## config.mk

```make
export PLATFORM = sky130hd
export DESIGN_NAME = pulse_width_frame_receiver_core_flat
export DESIGN_NICKNAME = d
export VERILOG_FILES = /design/src/hw/rtl/pwfr_pkg.sv /design/src/hw/rtl/pwfr_stream_if.sv /design/src/hw/rtl/pulse_width_frame_receiver_core.sv /design/src/flat_wrapper.sv
export SDC_FILE = /design/constraint.sdc
export NUM_CORES = 1
export LEC_CHECK = 0
export BUFFER_PORTS_ARGS = -buffer_cell sky130_fd_sc_hd__buf_4
export CAP_MARGIN = 20
export CORE_ASPECT_RATIO = 0.5
export CORE_MARGIN = 1
export CORE_UTILIZATION = 52
export CTS_CLUSTER_SIZE = 24
export DETAILED_ROUTE_END_ITERATION = 16
export GPL_ROUTABILITY_DRIVEN = 0
export GPL_TIMING_DRIVEN = 0
export PLACE_DENSITY = 0.69
export SLEW_MARGIN = 15
export SYNTH_ARGS = -nofsm -noshare
export SYNTH_HDL_FRONTEND = slang
export SYNTH_SLANG_ARGS = --single-unit
```

## constraint.sdc

```tcl
create_clock -name clk -period 9.36 [get_ports clk]
set_input_delay 0.936 -clock clk [delete_from_list [all_inputs] [get_ports clk]]
set_output_delay 0.936 -clock clk [all_outputs]
set_load 0.01 [all_outputs]
```

## src/hw/rtl/pwfr_pkg.sv

```systemverilog
// Shared types and constants of the pulse-width frame receiver.
package pwfr_pkg;

  // Widths fixed by the item and register formats.
  localparam int unsigned TICK_W      = 8;
  localparam int unsigned BYTE_W      = 8;
  localparam int unsigned BIT_POS_W   = 3;
  localparam int unsigned INDEX_W     = 4;
  localparam int unsigned LEN_W       = 5;
  localparam int unsigned CFG_INDEX_W = 3;
  localparam int unsigned CFG_DATA_W  = 8;

  // Default frame limit handed to the top level.
  localparam int unsigned MAX_FRAME_BYTES_DEF = 16;

  // Configuration register indexes.
  localparam logic [CFG_INDEX_W-1:0] REG_START_MIN     = 3'd0;
  localparam logic [CFG_INDEX_W-1:0] REG_START_MAX     = 3'd1;
  localparam logic [CFG_INDEX_W-1:0] REG_ONE_THRESHOLD = 3'd2;
  localparam logic [CFG_INDEX_W-1:0] REG_MARKER_BYTE   = 3'd3;
  localparam logic [CFG_INDEX_W-1:0] REG_LONG_LENGTH   = 3'd4;

  // Register reset values.
  localparam logic [TICK_W-1:0] START_MIN_RST     = 8'd35;
  localparam logic [TICK_W-1:0] START_MAX_RST     = 8'd45;
  localparam logic [TICK_W-1:0] ONE_THRESHOLD_RST = 8'd8;
  localparam logic [BYTE_W-1:0] MARKER_BYTE_RST   = 8'h55;
  localparam logic [LEN_W-1:0]  LONG_LENGTH_RST   = 5'd9;

  typedef struct packed {
    logic line_level;
  } sample_t;

  typedef struct packed {
    logic [BYTE_W-1:0]  byte_value;
    logic [INDEX_W-1:0] byte_index;
    logic               frame_done;
    logic               marker_seen;
  } result_t;

endpackage

```

## src/hw/rtl/pwfr_stream_if.sv

```systemverilog
// Valid/ready stream channel carrying one payload per transaction.
interface pwfr_stream_if #(
  parameter type payload_t = logic
);
  logic     valid;
  logic     ready;
  payload_t data;

  modport source (output valid, output data, input ready);
  modport sink (input valid, input data, output ready);
endinterface

```

## src/hw/rtl/pulse_width_frame_receiver_core.sv

```systemverilog
// Pulse-width frame receiver: decodes line samples into framed bytes.
// Throughput: one sample transaction is accepted in every cycle while the output is drained.
// A completed byte is registered in the output register, or in the skid register if that one is held.
// A two-entry output (output register plus skid register) lets sampling continue while a byte waits.
// Reset (rst, synchronous, active high) restores register defaults and returns the decoder to idle.
module pulse_width_frame_receiver_core #(
  parameter int unsigned MAX_FRAME_BYTES = pwfr_pkg::MAX_FRAME_BYTES_DEF
) (
  input  logic                                clk,
  input  logic                                rst,
  input  logic                                cfg_write,
  input  logic [pwfr_pkg::CFG_INDEX_W-1:0]    cfg_index,
  input  logic [pwfr_pkg::CFG_DATA_W-1:0]     cfg_data,
  pwfr_stream_if.sink                         sample,
  pwfr_stream_if.source                       result
);

  localparam logic [pwfr_pkg::LEN_W-1:0] MAX_LEN = pwfr_pkg::LEN_W'(MAX_FRAME_BYTES);

  // Configuration registers.
  logic [pwfr_pkg::TICK_W-1:0] start_min;
  logic [pwfr_pkg::TICK_W-1:0] start_max;
  logic [pwfr_pkg::TICK_W-1:0] one_threshold;
  logic [pwfr_pkg::BYTE_W-1:0] marker_byte;
  logic [pwfr_pkg::LEN_W-1:0]  long_frame_length;

  always_ff @(posedge clk) begin
    if (rst) begin
      start_min         <= pwfr_pkg::START_MIN_RST;
      start_max         <= pwfr_pkg::START_MAX_RST;
      one_threshold     <= pwfr_pkg::ONE_THRESHOLD_RST;
      marker_byte       <= pwfr_pkg::MARKER_BYTE_RST;
      long_frame_length <= pwfr_pkg::LONG_LENGTH_RST;
    end else if (cfg_write) begin
      unique case (cfg_index)
        pwfr_pkg::REG_START_MIN:     start_min         <= cfg_data;
        pwfr_pkg::REG_START_MAX:     start_max         <= cfg_data;
        pwfr_pkg::REG_ONE_THRESHOLD: one_threshold     <= cfg_data;
        pwfr_pkg::REG_MARKER_BYTE:   marker_byte       <= cfg_data;
        pwfr_pkg::REG_LONG_LENGTH:   long_frame_length <= cfg_data[pwfr_pkg::LEN_W-1:0];
        default: ;
      endcase
    end
  end

  // Decoder state.
  logic                           last_level;
  logic [pwfr_pkg::TICK_W-1:0]    tick_count;
  logic                           receiving;
  logic [pwfr_pkg::BIT_POS_W-1:0] bit_position;
  logic [pwfr_pkg::INDEX_W-1:0]   byte_count;
  logic [pwfr_pkg::BYTE_W-1:0]    shift_byte;
  logic [pwfr_pkg::BYTE_W-1:0]    first_byte;
  logic [pwfr_pkg::LEN_W-1:0]     frame_length;
  logic                           marker_flag;

  // Output register and skid register.
  logic                  out_valid;
  pwfr_pkg::result_t     out_data;
  logic                  skid_valid;
  pwfr_pkg::result_t     skid_data;

  logic sample_fire;
  logic out_fire;

  // The sample side stalls only when both output entries are occupied.
  assign sample.ready = !skid_valid;
  assign sample_fire  = sample.valid && sample.ready;
  assign out_fire     = out_valid && result.ready;
  assign result.valid = out_valid;
  assign result.data  = out_data;

  // Per-sample decode: all of it is a handful of compares, increments and a shift.
  logic                           level;
  logic                           edge_seen;
  logic                           falling;
  logic [pwfr_pkg::TICK_W-1:0]    tick_inc;
  logic                           bit_value;
  logic [pwfr_pkg::BYTE_W-1:0]    shift_new;
  logic [pwfr_pkg::BIT_POS_W-1:0] bit_position_new;
  logic                           data_edge;
  logic                           byte_complete;
  logic                           start_hit;
  logic [pwfr_pkg::LEN_W-1:0]     done_count;
  logic [pwfr_pkg::BYTE_W-1:0]    first_new;
  logic                           marker_hit;
  logic [pwfr_pkg::LEN_W-1:0]     len_sat;
  logic [pwfr_pkg::LEN_W-1:0]     frame_length_new;
  logic                           frame_end;
  logic                           res_valid;
  pwfr_pkg::result_t              res;

  always_comb begin
    level            = sample.data.line_level;
    edge_seen        = level != last_level;
    falling          = edge_seen && !level;
    tick_inc         = tick_count + pwfr_pkg::TICK_W'(1);
    // The incremented count equals the length, modulo 256, of the high run that a falling edge ends.
    bit_value        = tick_inc >= one_threshold;
    shift_new        = {shift_byte[pwfr_pkg::BYTE_W-2:0], bit_value};
    bit_position_new = bit_position + pwfr_pkg::BIT_POS_W'(1);
    data_edge        = receiving && falling;
    byte_complete    = data_edge && (bit_position_new == '0);
    start_hit        = !receiving && falling && (tick_inc >= start_min) &&
                       (tick_inc <= start_max);

    done_count       = {1'b0, byte_count} + pwfr_pkg::LEN_W'(1);
    first_new        = (byte_count == '0) ? shift_new : first_byte;
    // The marker test uses the frame's first byte: the new byte at index zero, else the latched one.
    marker_hit       = first_new == marker_byte;
    len_sat          = (long_frame_length > MAX_LEN) ? MAX_LEN : long_frame_length;
    frame_length_new = marker_hit ? len_sat : frame_length;
    frame_end        = (done_count >= frame_length_new) || (done_count >= MAX_LEN);

    res_valid        = sample_fire && byte_complete;
    res.byte_value   = shift_new;
    res.byte_index   = byte_count;
    res.frame_done   = frame_end;
    res.marker_seen  = marker_flag || marker_hit;
  end

  always_ff @(posedge clk) begin
    if (rst) begin
      last_level   <= 1'b0;
      tick_count   <= '0;
      receiving    <= 1'b0;
      bit_position <= '0;
      byte_count   <= '0;
      shift_byte   <= '0;
      first_byte   <= '0;
      frame_length <= '0;
      marker_flag  <= 1'b0;
    end else if (sample_fire) begin
      last_level <= level;
      tick_count <= edge_seen ? '0 : tick_inc;
      if (byte_complete) begin
        first_byte   <= first_new;
        frame_length <= frame_length_new;
        marker_flag  <= marker_flag || marker_hit;
        byte_count   <= done_count[pwfr_pkg::INDEX_W-1:0];
        bit_position <= bit_position_new;
        shift_byte   <= '0;
        receiving    <= !frame_end;
      end else if (data_edge) begin
        bit_position <= bit_position_new;
        shift_byte   <= shift_new;
      end else if (start_hit) begin
        receiving    <= 1'b1;
        bit_position <= '0;
        byte_count   <= '0;
        shift_byte   <= '0;
      end
    end
  end

  // Output side. A new byte goes to the output register when it is free or being
  // drained in this cycle, otherwise to the skid register.
  always_ff @(posedge clk) begin
    if (rst) begin
      out_valid  <= 1'b0;
      skid_valid <= 1'b0;
    end else if (skid_valid) begin
      if (out_fire) begin
        out_valid  <= 1'b1;
        skid_valid <= 1'b0;
      end
    end else if (res_valid) begin
      if (!out_valid || out_fire) begin
        out_valid <= 1'b1;
      end else begin
        skid_valid <= 1'b1;
      end
    end else if (out_fire) begin
      out_valid <= 1'b0;
    end
  end

  always_ff @(posedge clk) begin
    if (skid_valid) begin
      if (out_fire) begin
        out_data <= skid_data;
      end
    end else if (res_valid) begin
      if (!out_valid || out_fire) begin
        out_data <= res;
      end else begin
        skid_data <= res;
      end
    end
  end

  // The skid register is only ever filled behind a waiting output register.
  assert property (@(posedge clk) disable iff (rst) skid_valid |-> out_valid)
    else $error("skid register holds a byte while the output register is empty");

  // The marker flag is sticky until reset.
  assert property (@(posedge clk) disable iff (rst) marker_flag |=> marker_flag)
    else $error("marker flag cleared without reset");

  // A frame ends only with a byte that is marked as completing it.
  assert property (@(posedge clk) disable iff (rst)
    (!$past(rst) && $fell(receiving)) |-> $past(res_valid && res.frame_done))
    else $error("receiver left a frame without emitting its final byte");

  // The latched frame length never exceeds the frame limit.
  assert property (@(posedge clk) disable iff (rst) frame_length <= MAX_LEN)
    else $error("latched frame length above the frame limit");

endmodule

```

## src/flat_wrapper.sv

```systemverilog
// flat-port wrapper written by rule: the top's interface ports become plain ports
module pulse_width_frame_receiver_core_flat 
#(
  parameter int unsigned MAX_FRAME_BYTES = pwfr_pkg::MAX_FRAME_BYTES_DEF
)
  (clk, rst, cfg_write, cfg_index, cfg_data, sample_valid, sample_data, sample_ready, result_valid, result_data, result_ready);
  pwfr_stream_if #(.payload_t(pwfr_pkg::sample_t)) sample_i ();
  pwfr_stream_if #(.payload_t(pwfr_pkg::result_t)) result_i ();
  input  logic clk;
  input  logic rst;
  input  logic cfg_write;
  input  logic [pwfr_pkg::CFG_INDEX_W-1:0] cfg_index;
  input  logic [pwfr_pkg::CFG_DATA_W-1:0] cfg_data;
  input wire logic [$bits(sample_i.valid)-1:0] sample_valid;
  input wire logic [$bits(sample_i.data)-1:0] sample_data;
  output wire logic [$bits(sample_i.ready)-1:0] sample_ready;
  output wire logic [$bits(result_i.valid)-1:0] result_valid;
  output wire logic [$bits(result_i.data)-1:0] result_data;
  input wire logic [$bits(result_i.ready)-1:0] result_ready;
  assign sample_i.valid = sample_valid;
  assign sample_i.data = sample_data;
  assign sample_ready = sample_i.ready;
  assign result_valid = result_i.valid;
  assign result_data = result_i.data;
  assign result_i.ready = result_ready;
  pulse_width_frame_receiver_core #(.MAX_FRAME_BYTES(MAX_FRAME_BYTES)) u_core (.clk(clk), .rst(rst), .cfg_write(cfg_write), .cfg_index(cfg_index), .cfg_data(cfg_data), .sample(sample_i), .result(result_i));
endmodule
```

# ---- Yosys cells after proc, flatten, opt, wreduce, memory -nomap -nowiden
# Cells that the tools add are included.
dict set report op_classes {
  n_addsub 3
  n_mux 29
  n_bitwise 2
  n_lt_le_gt_ge 6
  reduce_logical 36
  n_eq_ne 9
}
# operator n
set op_table {}
lappend op_table {{$mux 14} 4}
lappend op_table {{$mux 7} 3}
lappend op_table {{$ge 8x8->1} 2}
lappend op_table {{$mux 8} 2}
lappend op_table {{$reduce_and 2->1} 7}
lappend op_table {{$mux 1} 12}
lappend op_table {{$mux 4} 3}
lappend op_table {{$reduce_and 3->1} 4}
lappend op_table {{$mux 5} 2}
lappend op_table {{$logic_and 1x1->1} 9}
lappend op_table {{$mux 3} 3}
lappend op_table {{$add 8x1->8 const B} 1}
lappend op_table {{$eq 8x8->1} 1}
lappend op_table {{$le 8x8->1} 1}
lappend op_table {{$reduce_bool 2->1} 4}
lappend op_table {{$eq 3x2->1 const B} 2}
lappend op_table {{$logic_not 3->1} 2}
lappend op_table {{$add 4x1->5 const B} 1}
lappend op_table {{$ge 5x5->1} 1}
lappend op_table {{$ge 5x5->1 const B} 1}
lappend op_table {{$gt 5x5->1 const B} 1}
lappend op_table {{$logic_not 1->1} 5}
lappend op_table {{$logic_not 4->1} 1}
lappend op_table {{$ne 2x2->1 const B} 2}
lappend op_table {{8 further kinds} 11}
dict set report totals {
  input_bits 17
  wordCells 109
  register_bits 105
  output_inout_bits 16
}

# ---- Longest topological paths before layout
# Gate-level depths: netlist (run 1).
dict set report depth {
  depth_word 10
  mapped_depth 19
  mapped_depth_nobuf 18
}

# ---- Least setup slack after synthesis (run 1)
# OpenSTA, ideal clock, no wires.
dict set report synth_path {
  kind {register -> register}
  startpoint {register u_core.tick_count[0] (netlist name)}
  endpoint {register u_core.out_data (netlist bit u_core.result.data[1]), data pin}
  synth_period_minus_slack_ps 4538
  setup_ps 260
  arrival_ps 4278
  setup_slack_ps 4822
  stages_incl_launch_ff 20
  path_buffers 1
  cell_sequence {dfxtp_1 > ha_1 > nand3_1 > nor2_1 > xor2_1 > ha_1 > o21ai_0 > nor2_1 > a221oi_1 > nand3_1 > or3_1 > buf_6 > mux2_4 > ha_1 > nand2b_1 > a21o_1 > a21o_1 > a21o_1 > a211o_1 > mux2_2}
}
dict set report synth_via {
  elab_chain_cells 10
}
# element line
set synth_lines {}
lappend synth_lines {{from (decl)} pulse_width_frame_receiver_core.sv:48} ;# logic [pwfr_pkg::TICK_W-1:0] tick_count;
lappend synth_lines {{from (signal assigned)} pulse_width_frame_receiver_core.sv:135} ;# tick_count <= edge_seen ? '0 : tick_inc;
lappend synth_lines {{$add 8x1->8} pulse_width_frame_receiver_core.sv:97} ;# tick_inc = tick_count + pwfr_pkg::TICK_W'(1);
lappend synth_lines {{$ge 8x8->1} pulse_width_frame_receiver_core.sv:99} ;# bit_value = tick_inc >= one_threshold;
lappend synth_lines {{$mux 8} pulse_width_frame_receiver_core.sv:108} ;# first_new = (byte_count == '0) ? shift_new : first_byte;
lappend synth_lines {{$eq 8x8->1} pulse_width_frame_receiver_core.sv:110} ;# marker_hit = first_new == marker_byte;
lappend synth_lines {{$mux 5} pulse_width_frame_receiver_core.sv:112} ;# frame_length_new = marker_hit ? len_sat : frame_length;
lappend synth_lines {{via u_core.frame_length_new (one bit)} pulse_width_frame_receiver_core.sv:88} ;# logic [pwfr_pkg::LEN_W-1:0] frame_length_new;
lappend synth_lines {{$ge 5x5->1} pulse_width_frame_receiver_core.sv:113} ;# frame_end = (done_count >= frame_length_new) || (done_count >= MAX_LEN);
lappend synth_lines {{$logic_or 1x1->1} pulse_width_frame_receiver_core.sv:113}
lappend synth_lines {{via u_core.frame_end} pulse_width_frame_receiver_core.sv:89} ;# logic frame_end;
lappend synth_lines {{$mux 14} pulse_width_frame_receiver_core.sv:184} ;# if (!out_valid || out_fire) begin
lappend synth_lines {{$mux 14} pulse_width_frame_receiver_core.sv:183} ;# end else if (res_valid) begin
lappend synth_lines {{$mux 14} pulse_width_frame_receiver_core.sv:179} ;# if (skid_valid) begin
lappend synth_lines {{to (signal assigned)} pulse_width_frame_receiver_core.sv:181} ;# out_data <= skid_data;
lappend synth_lines {{to (signal assigned)} pulse_width_frame_receiver_core.sv:185} ;# out_data <= res;
lappend synth_lines {{to (decl)} pulse_width_frame_receiver_core.sv:59} ;# pwfr_pkg::result_t out_data;
# The timed path passes the listed nets, and every way through them passes these cells. The select of a mux whose other input is x is not followed.
# A chain may end at the register's enable or synchronous reset.

# ---- Worst setup path in the final report (run 1)
# Same ends and word-level chain as after synthesis.

==> results of run 1 <==
-- worst min-delay path: cells and delay by family, from the launching register on --
family,cells,cell delay (ns)
and+or+nand+nor,1,0.05
AOI/OAI and AO/OA,1,0.05
DFF,1,0.31
-- routing by layer --
metal  up-vias  global-route usage, %
met5         -                      0
met4         0                   5.73
met3        14                   5.58
met2       121                   39.7
met1      1976                   35.4
li1       2111                      -
-- metrics by stage --
step,cells,hold WS (ns),instance area (um^2),worst slack [ns]
after floorplan,575,0.431,5260,4.82
final,757,0.455,5950,4.18
after detailed placement,742,0.446,5670,4.24
after global routing,757,0.474,5950,3.88
after global placement,741,0.433,5670,4.26
after CTS,757,0.456,5950,4.17
-- synthesized netlist by cell type (all sizes together) (2+ instances only) --
| cell | count | area, um^2 |
|---|---|---|
| nand3b | 6 | 45.0 |
| o221ai | 2 | 17.5 |
| or2 | 2 | 12.5 |
| and3 | 6 | 38.8 |
| o21ai | 27 | 135 |
| nand4 | 3 | 18.8 |
| nand2 | 93 | 349 |
| and4 | 2 | 17.5 |
| o211ai | 4 | 30.0 |
| mux2i | 18 | 180 |
| nand3 | 18 | 90.1 |
| nor3 | 5 | 25.0 |
| o22ai | 4 | 25.0 |
| nand2b | 10 | 62.6 |
| a21o | 9 | 67.6 |
| and2 | 2 | 12.5 |
| a21oi | 43 | 215 |
| xnor2 | 6 | 52.6 |
| a211o | 18 | 158 |
| clkbuf | 18 | 67.6 |
| or3 | 2 | 12.5 |
| ha | 35 | 438 |
| o2111ai | 2 | 23.8 |
| a311oi | 3 | 26.3 |
| nor4 | 4 | 55.1 |
| buf | 7 | 48.8 |
| a22oi | 5 | 37.5 |
| xor2 | 4 | 35.0 |
| nor2b | 13 | 81.3 |
| edfxtp | 28 | 841 |
| nor2 | 38 | 143 |
| a211oi | 6 | 45.0 |
| inv | 39 | 146 |
| dfxtp | 77 | 1540 |
| mux2 | 6 | 71.3 |
-- layout make-up --
class,instances,area share [%]
inverter,39,2.46
multi-input combinational,406,44.0
buffer,25,1.96
clock inverter,6,0.883
timing repair buffer,32,4.04
clock buffer,9,3.78
tap,135,2.84
sequential,105,40.0
-- logic make-up (layout without fill, tap and decap cells) --
kind of cell    Yosys count  count (layout)
xor+xnor                 10              10
flops                   105             105
mux                      24              24
compound gates          130             130
buf+inv                  64             111
fa+ha+maj                35              35
simple gates            207             207
-- placed cells by master, fill, tap and decap left out, types with 6 or more instances in the layout --
| cell | Yosys | layout |
|---|---|---|
| nand2_1 | 93 | 93 |
| edfxtp_1 | 28 | 28 |
| a21o_1 | 9 | 9 |
| a211o_1 | 18 | 18 |
| clkbuf_16 | 0 | 9 |
| nand2b_1 | 10 | 10 |
| buf_4 | 0 | 32 |
| a21oi_1 | 43 | 43 |
| o21ai_0 | 26 | 26 |
| clkbuf_1 | 18 | 18 |
| ha_1 | 35 | 35 |
| nor2b_1 | 13 | 13 |
| nand3b_1 | 6 | 6 |
| mux2i_1 | 18 | 18 |
| nand3_1 | 18 | 18 |
| a211oi_1 | 6 | 6 |
| nor2_1 | 38 | 38 |
| dfxtp_1 | 77 | 77 |
| xnor2_1 | 6 | 6 |
| inv_1 | 39 | 39 |
-- worst min path at each step --
stage | endpoint | slack, ns | depth (start not counted)
floorplan | u_core.skid_data[4]$_DFFE_PP_ | 0.43 | 0
global placement | u_core.skid_data[4]$_DFFE_PP_ | 0.43 | 0
detailed placement | u_core.start_min[3]$_SDFFE_PP0P_ | 0.45 | 2
CTS | u_core.start_min[3]$_SDFFE_PP0P_ | 0.46 | 2
global route | u_core.first_byte[5]$_SDFFE_PP0P_ | 0.47 | 2
finish | u_core.one_threshold[5]$_SDFFE_PP0P_ | 0.45 | 2
-- report_power, final --
group          switching [W]  internal [W]
combinational      0.0000315     0.0000189
sequential        0.00000399      0.000468
clock               0.000175      0.000183
-- registers in the layout (all words and copies together), names as in the netlist, 7 cells and up --
| register | count |
|---|---|
| u_core.start_max | 8 |
| u_core.marker_byte | 8 |
| u_core.tick_count | 8 |
| u_core.skid_data | 14 |
| u_core.first_byte | 8 |
| u_core.result.data | 14 |
| u_core.shift_byte | 7 |
| u_core.one_threshold | 8 |
| u_core.start_min | 8 |
==> results.py, run 1 <==
metrics = {
    "worst_setup_path": {
        "worst_r2r_path_depth": 18,
        "cp_num_cells": 18,
        "path_common_cell": "a21o_1",
        "r2r_slack_ns": 4.18,
        "crit_family": "compound AO/OA/AOI/OAI gates",
        "slowest_delay_ns": 0.52,
        "crit_type": "flop to flop",
        "critPathBufInv": 1,
        "required_ns": 9.46,
        "worstSetupStartpoint": "u_core.tick_count[0]$_SDFFE_PP0P_",
        "critPathCapture": "u_core.result.data[1]$_DFFE_PP_",
        "reg2reg_to": "u_core.result.data[1]$_DFFE_PP_",
        "cp_cell_sequence": "nand3_1 -> nor2_1 -> xor2_1 -> ha_1 -> a211oi_1 -> nor2_1 -> a221oi_1 -> nand3_1 -> or3_1 -> buf_6 -> mux2_4 -> ha_1 -> nand2b_1 -> a21o_1 -> a21o_1 -> a21o_1 -> a211o_1 -> mux2_2",
        "reg2reg_from": "u_core.tick_count[0]$_SDFFE_PP0P_",
        "start_kind": "flop",
        "arrival_ns": 5.28,
        "endpoint_kind": "flop",
        "path_max_fanout": 7,
        "critical-path-slowest-cell": "dfxtp_1",
    },
    "floorplanning": {
        "die_w_um": 144,
        "rows": 25,
        "die-area_um2": 10600,
        "ioPinCount": 33,
        "core_region_area_um2": 9630,
        "die_h_um": 73.1,
        "start_util_pct": 54.6,
    },
    "detailed_routing": {
        "vias_per_cell": 5.58,
        "drt_iter0_drc": 256,
        "drt-met1-wl_um": 6120,
        "route.detailed.drc": 0,
        "wl_met3_um": 706,
        "routedWlPerCell_um": 15.9,
        "vias": 4222,
        "wirelength_um": 12100,
        "first_pass_iters": 5,
        "top_layer": "met4",
        "ant_nets": 0,
        "wl_met2_um": 5130,
    },
    "finish": {
        "antennaDiodeCount": 0,
        "final_util_pct": 61.8,
        "fillers": 864,
        "seqCellArea_um2": 2380,
        "areaGrowthSynthToFinish_pct": 13.0,
        "multi_input_area_um2": 2620,
        "layout.nets": 670,
        "layout-drive-gt1-share_pct": 10.5,
    },
    "clocking": {
        "postCtsSetupBuffers": 0,
        "clkSinkCount": 105,
        "numCtsBuffers": 9,
        "cts_tree": "done",
        "clockBufferDepth": 2,
        "insertion_delay_ns": 0.35,
        "cts_resized": 0,
        "clk_pin_slew_ns": 0.07,
        "cts-root-buf": "clkbuf_16",
        "cts_hold_buffers": 0,
        "cts_htree_levels": 3,
    },
    "logic_synthesis": {
        "synthMuxAreaShare_pct": 4.78,
        "synth_area_um2": 5260,
        "ys.flop_type": "dfxtp_1",
        "yosys_warnings": 0,
        "synth_fp_nets": 627,
        "synth_cells": 575,
        "synthDistinctLibCells": 51,
        "ys_seq_area_share_pct": 45.3,
        "synthArstFlopShare_pct": 0,
        "syn_area_per_cell_um2": 9.15,
        "synthAdderAreaFrac_pct": 8.32,
        "synth_top_family_by_area": "simple AND/OR/NAND/NOR gates",
        "synth-seq-cells": 105,
        "synth_compound_area_share_pct": 16.1,
        "synth_enable_flop_cells": 28,
        "yosys.area_share.simple_pct": 18.9,
        "synth-xor-area-share_pct": 1.66,
    },
    "flow_run": {
        "maxCapViolCount": 0,
    },
    "global_routing": {
        "overflow": 0,
        "grt_pass1_wl_um": 19800,
        "grt_pass1_vias": 3862,
        "grt_max_degree": 19,
        "grt_usage_pct": 25.2,
        "antenna_found_initial": 0,
    },
    "timing": {
        "period_needed_ns": 5.18,
        "finalCritPeriodShare_pct": 55.3,
        "skew_ns": 0.00528,
        "fin_setup_tns_ns": 0,
        "slew_violations": 0,
        "finalHoldViolCount": 0,
        "tightest_slew_ns": 0.856,
        "rsz0062_at_grt": "no",
        "maxSlewHeadroom_pct": 42.5,
        "setup_viol": 0,
        "fmax_ghz": 0.193,
    },
    "power": {
        "ir_drop_mv": 0.0885,
        "p_leak_nw": 2.34,
        "p_total_w": 0.000880,
        "power_density_nw_per_um2": 148,
    },
    "run_status": {
        "outcome": "complete, no violations",
    },
    "placement": {
        "dp_hpwl_um": 8970,
        "port_buffers": 31,
    },
    "worst_hold_path": {
        "hold_path.class": "flop to flop",
        "holdCritStartpoint": "u_core.one_threshold[5]$_SDFFE_PP0P_",
    },
}
Note: power is estimated with default switching activity, not from simulation.
==> run 2, diff against run 1 <==
--- a/config.mk
+++ b/config.mk
@@ -5,6 +5,7 @@
 export SDC_FILE = /design/constraint.sdc
 export NUM_CORES = 1
 export LEC_CHECK = 0
+export ABC_AREA = 1
 export BUFFER_PORTS_ARGS = -buffer_cell sky130_fd_sc_hd__buf_4
 export CAP_MARGIN = 20
 export CORE_ASPECT_RATIO = 0.5
@@ -14,7 +15,7 @@
 export DETAILED_ROUTE_END_ITERATION = 16
 export GPL_ROUTABILITY_DRIVEN = 0
 export GPL_TIMING_DRIVEN = 0
-export PLACE_DENSITY = 0.69
+export PLACE_DENSITY = 0.72
 export SLEW_MARGIN = 15
 export SYNTH_ARGS = -nofsm -noshare
 export SYNTH_HDL_FRONTEND = slang
==> constraint.sdc (replaced) <==
create_clock -name clk -period 4.3 [get_ports clk]
set_input_delay 0.43 -clock clk [delete_from_list [all_inputs] [get_ports clk]]
set_output_delay 0.43 -clock clk [all_outputs]
set_load 0.01 [all_outputs]
==> results.py, run 2 <==
metrics = {
    "clocking": {
        "clk_pin_slew_ns": 0.07,
        "cts_htree_levels": 3,
        "clkSinkCount": 105,
        "insertion_delay_ns": 0.35,
        "cts_hold_buffers": 0,
        "cts-root-buf": "clkbuf_16",
        "numCtsBuffers": 9,
        "cts_tree": "done",
        "clockBufferDepth": 2,
    },
    "power": {
        "p_total_w": 0.00193,
        "power.share.clock_pct": 40.8,
        "p_sw_share_pct": 24.1,
        "internal_power_w": 0.00147,
        "p_leak_nw": 2.59,
        "power_density_nw_per_um2": 329,
        "p_comb_share_pct": 5.9,
        "seq_power_share_pct": 53.3,
        "switchingPower_w": 0.000465,
        "ir_drop_mv": 0.240,
    },
    "logic_synthesis": {
        "synthDistinctLibCells": 33,
        "synth.most_common_cell": "nand2_1",
        "synthArstFlopShare_pct": 0,
        "synth_top_area_cell": "dfxtp_1",
        "yosys_warnings": 0,
        "synth_fp_nets": 691,
        "synth-seq-cells": 105,
        "synth_top_area_share_pct": 30.1,
        "ys.flop_type": "dfxtp_1",
        "synth_area_um2": 5120,
        "synth_enable_flop_cells": 28,
        "yosys-top-cells-count": "nand2_1, inv_1, dfxtp_1, a21oi_1, o21ai_0",
        "synth_cells": 639,
        "syn_area_per_cell_um2": 8.02,
        "synth_area_leaders": "dfxtp_1, edfxtp_1, nand2_1, ha_1, inv_1",
        "ys_seq_area_share_pct": 46.5,
    },
    "timing": {
        "finalHoldViolCount": 0,
        "fin_setup_tns_ns": 0,
        "slew_violations": 0,
        "rsz0062_at_grt": "no",
        "setup_slack_ns": 0.305,
        "whs_ns": 0.342,
        "finalCritPeriodShare_pct": 92.9,
        "period_needed_ns": 4.00,
        "fmax_ghz": 0.250,
        "skew_ns": 0.00703,
        "tightest_slew_ns": 0.842,
        "maxSlewHeadroom_pct": 43.4,
        "setup_viol": 0,
    },
    "global_routing": {
        "grt_usage_pct": 23.5,
        "antenna_found_initial": 0,
        "grt_pass1_vias": 3839,
        "grt_pass1_wl_um": 18400,
        "overflow": 0,
        "grt_max_degree": 20,
    },
    "finish": {
        "seqCellArea_um2": 2390,
        "antennaDiodeCount": 0,
        "areaGrowthSynthToFinish_pct": 14.6,
        "layout_common_cells": "nand2_1, inv_1, dfxtp_1",
        "final_area_um2": 5870,
        "fillers": 904,
        "layout-drive-gt1-share_pct": 11.4,
        "layout.nets": 737,
        "final_common_cell": "nand2_1",
        "multi_input_area_um2": 2340,
    },
    "run_status": {
        "outcome": "complete, no violations",
    },
    "placement": {
        "dp_hpwl_um": 8470,
        "port_buffers": 32,
        "dpl-instance-area_um2": 5540,
        "dpl_worst_slack_ns": -0.330,
    },
    "worst_setup_path": {
        "arrival_ns": 4.10,
        "r2r_slack_ns": 0.30,
        "endpoint_kind": "flop",
        "slowest_delay_ns": 0.38,
        "crit_type": "flop to flop",
        "critical-path-slowest-cell": "dfxtp_1",
        "cp_cell_sequence": "nand3_1 -> nand3b_1 -> nand3b_1 -> xnor2_2 -> ha_1 -> a21o_1 -> nor2_1 -> nand3_2 -> nand2_1 -> nand3_2 -> nand3_4 -> nand2_1 -> and2_1 -> ha_1 -> a21boi_0 -> o21a_1 -> o21a_1 -> o21ai_0 -> nand3b_1 -> nand2_1 -> nand2_1",
        "start_kind": "flop",
        "path_common_cell": "nand2_1",
        "required_ns": 4.41,
        "path_max_fanout": 6,
    },
    "worst_hold_path": {
        "hold_path.class": "input pin to flop",
    },
    "floorplanning": {
        "die_h_um": 72.2,
        "die-area_um2": 10300,
        "core_region_area_um2": 9510,
        "die_w_um": 142,
        "start_util_pct": 53.9,
        "ioPinCount": 33,
        "rows": 25,
    },
    "detailed_routing": {
        "drt_iter0_drc": 309,
        "ant_nets": 0,
        "routedWlPerCell_um": 13.5,
        "wirelength_um": 11100,
        "first_pass_iters": 5,
        "route.detailed.drc": 0,
        "vias": 4217,
        "vias_per_cell": 5.11,
    },
    "flow_run": {
        "maxCapViolCount": 0,
    },
}
-- run 2: cell count changes after synthesis, moves of 8 or more --
| cell | change |
|---|---|
| o21ai_0 | +33 |
| nand2b_1 | -10 |
| mux2i_1 | -18 |
| a211o_1 | -18 |
| nor2b_1 | -13 |
| a21oi_1 | +22 |
| inv_1 | +53 |
| nand2_1 | +38 |
| nand3_1 | +13 |
| a21o_1 | -8 |
-- run 2: through the flow --
stage	instances	util, %
finish	825	61.8
global placement	806	58.2
CTS	824	61.5
floorplan	639	-
detailed placement	807	58.3
global route	825	61.8
-- run 2: logic make-up after synthesis --
family | count (synthesis) | share of synthesized area, %
buffers and inverters | 112 | 8.33
DFF | 105 | 46.5
AOI/OAI and AO/OA | 142 | 14.7
adders and majority gates | 35 | 8.54
and+or+nand+nor | 237 | 20.5
xor gates and xnor gates | 8 | 1.37
-- run 2: area by class of cell --
| cell class | count | share of cell area [%] |
|---|---|---|
| flip-flops and latches | 105 | 40.6 |
| well taps | 135 | 2.88 |
| multi-input cells | 422 | 39.9 |
| clock buffers | 9 | 3.83 |
| inverters | 95 | 6.07 |
| plain buffers | 17 | 1.19 |
| repair buffers | 35 | 4.47 |
| clock inverters | 7 | 1.02 |
-- run 2: metal layers --
metal  track usage [%]  vias to the layer above  share of wire, %
met5                 0                        -                 0
met4              6.81                        0               1.2
met3              4.69                       13               4.2
met2              40.3                       80                46
met1              30.6                     1919                48
li1                  -                     2205                 -
-- run 2: critical path, delay by kind of cell, from the launching register on --
family / cells / cell delay [ns]
AND/OR/NAND/NOR: 13 / 1.78
AO/OA/AOI/OAI: 5 / 0.78
adder cells (fa/ha/maj): 2 / 0.56
flip-flops: 1 / 0.38
XOR/XNOR: 1 / 0.23
-- run 2: worst paths after layout --
kind	startpoint	endpoint	cells past startpoint
max	u_core.tick_count[2]$_SDFFE_PP0P_	u_core.result.data[1]$_DFFE_PP_	21
min	sample_data	u_core.last_level$_SDFFE_PP0P_	3
max reg2reg	u_core.tick_count[2]$_SDFFE_PP0P_	u_core.result.data[1]$_DFFE_PP_	21
min reg2reg	u_core.shift_byte[6]$_SDFFE_PP0P_	u_core.skid_data[13]$_DFFE_PP_	0
-- run 2: repair_timing --
item | 4_1_cts | 5_1_grt
endpoints found under the hold margin | 0 | 0
resized for setup | 3 | 3
endpoints found under the setup margin | 3 | 3
setup buffers | 1 | 1
pin swaps | 1 | 2
-- run 2: power groups by stage --
stage / sequential, W / clock [W] / combinational, W
floorplan: 0.00105 / 0 / 0.0000684
global placement: 0.00105 / 0 / 0.000107
detailed placement: 0.00105 / 0 / 0.000111
CTS: 0.00103 / 0.000802 / 0.000112
global route: 0.00103 / 0.000848 / 0.000129
finish: 0.00103 / 0.000787 / 0.000114
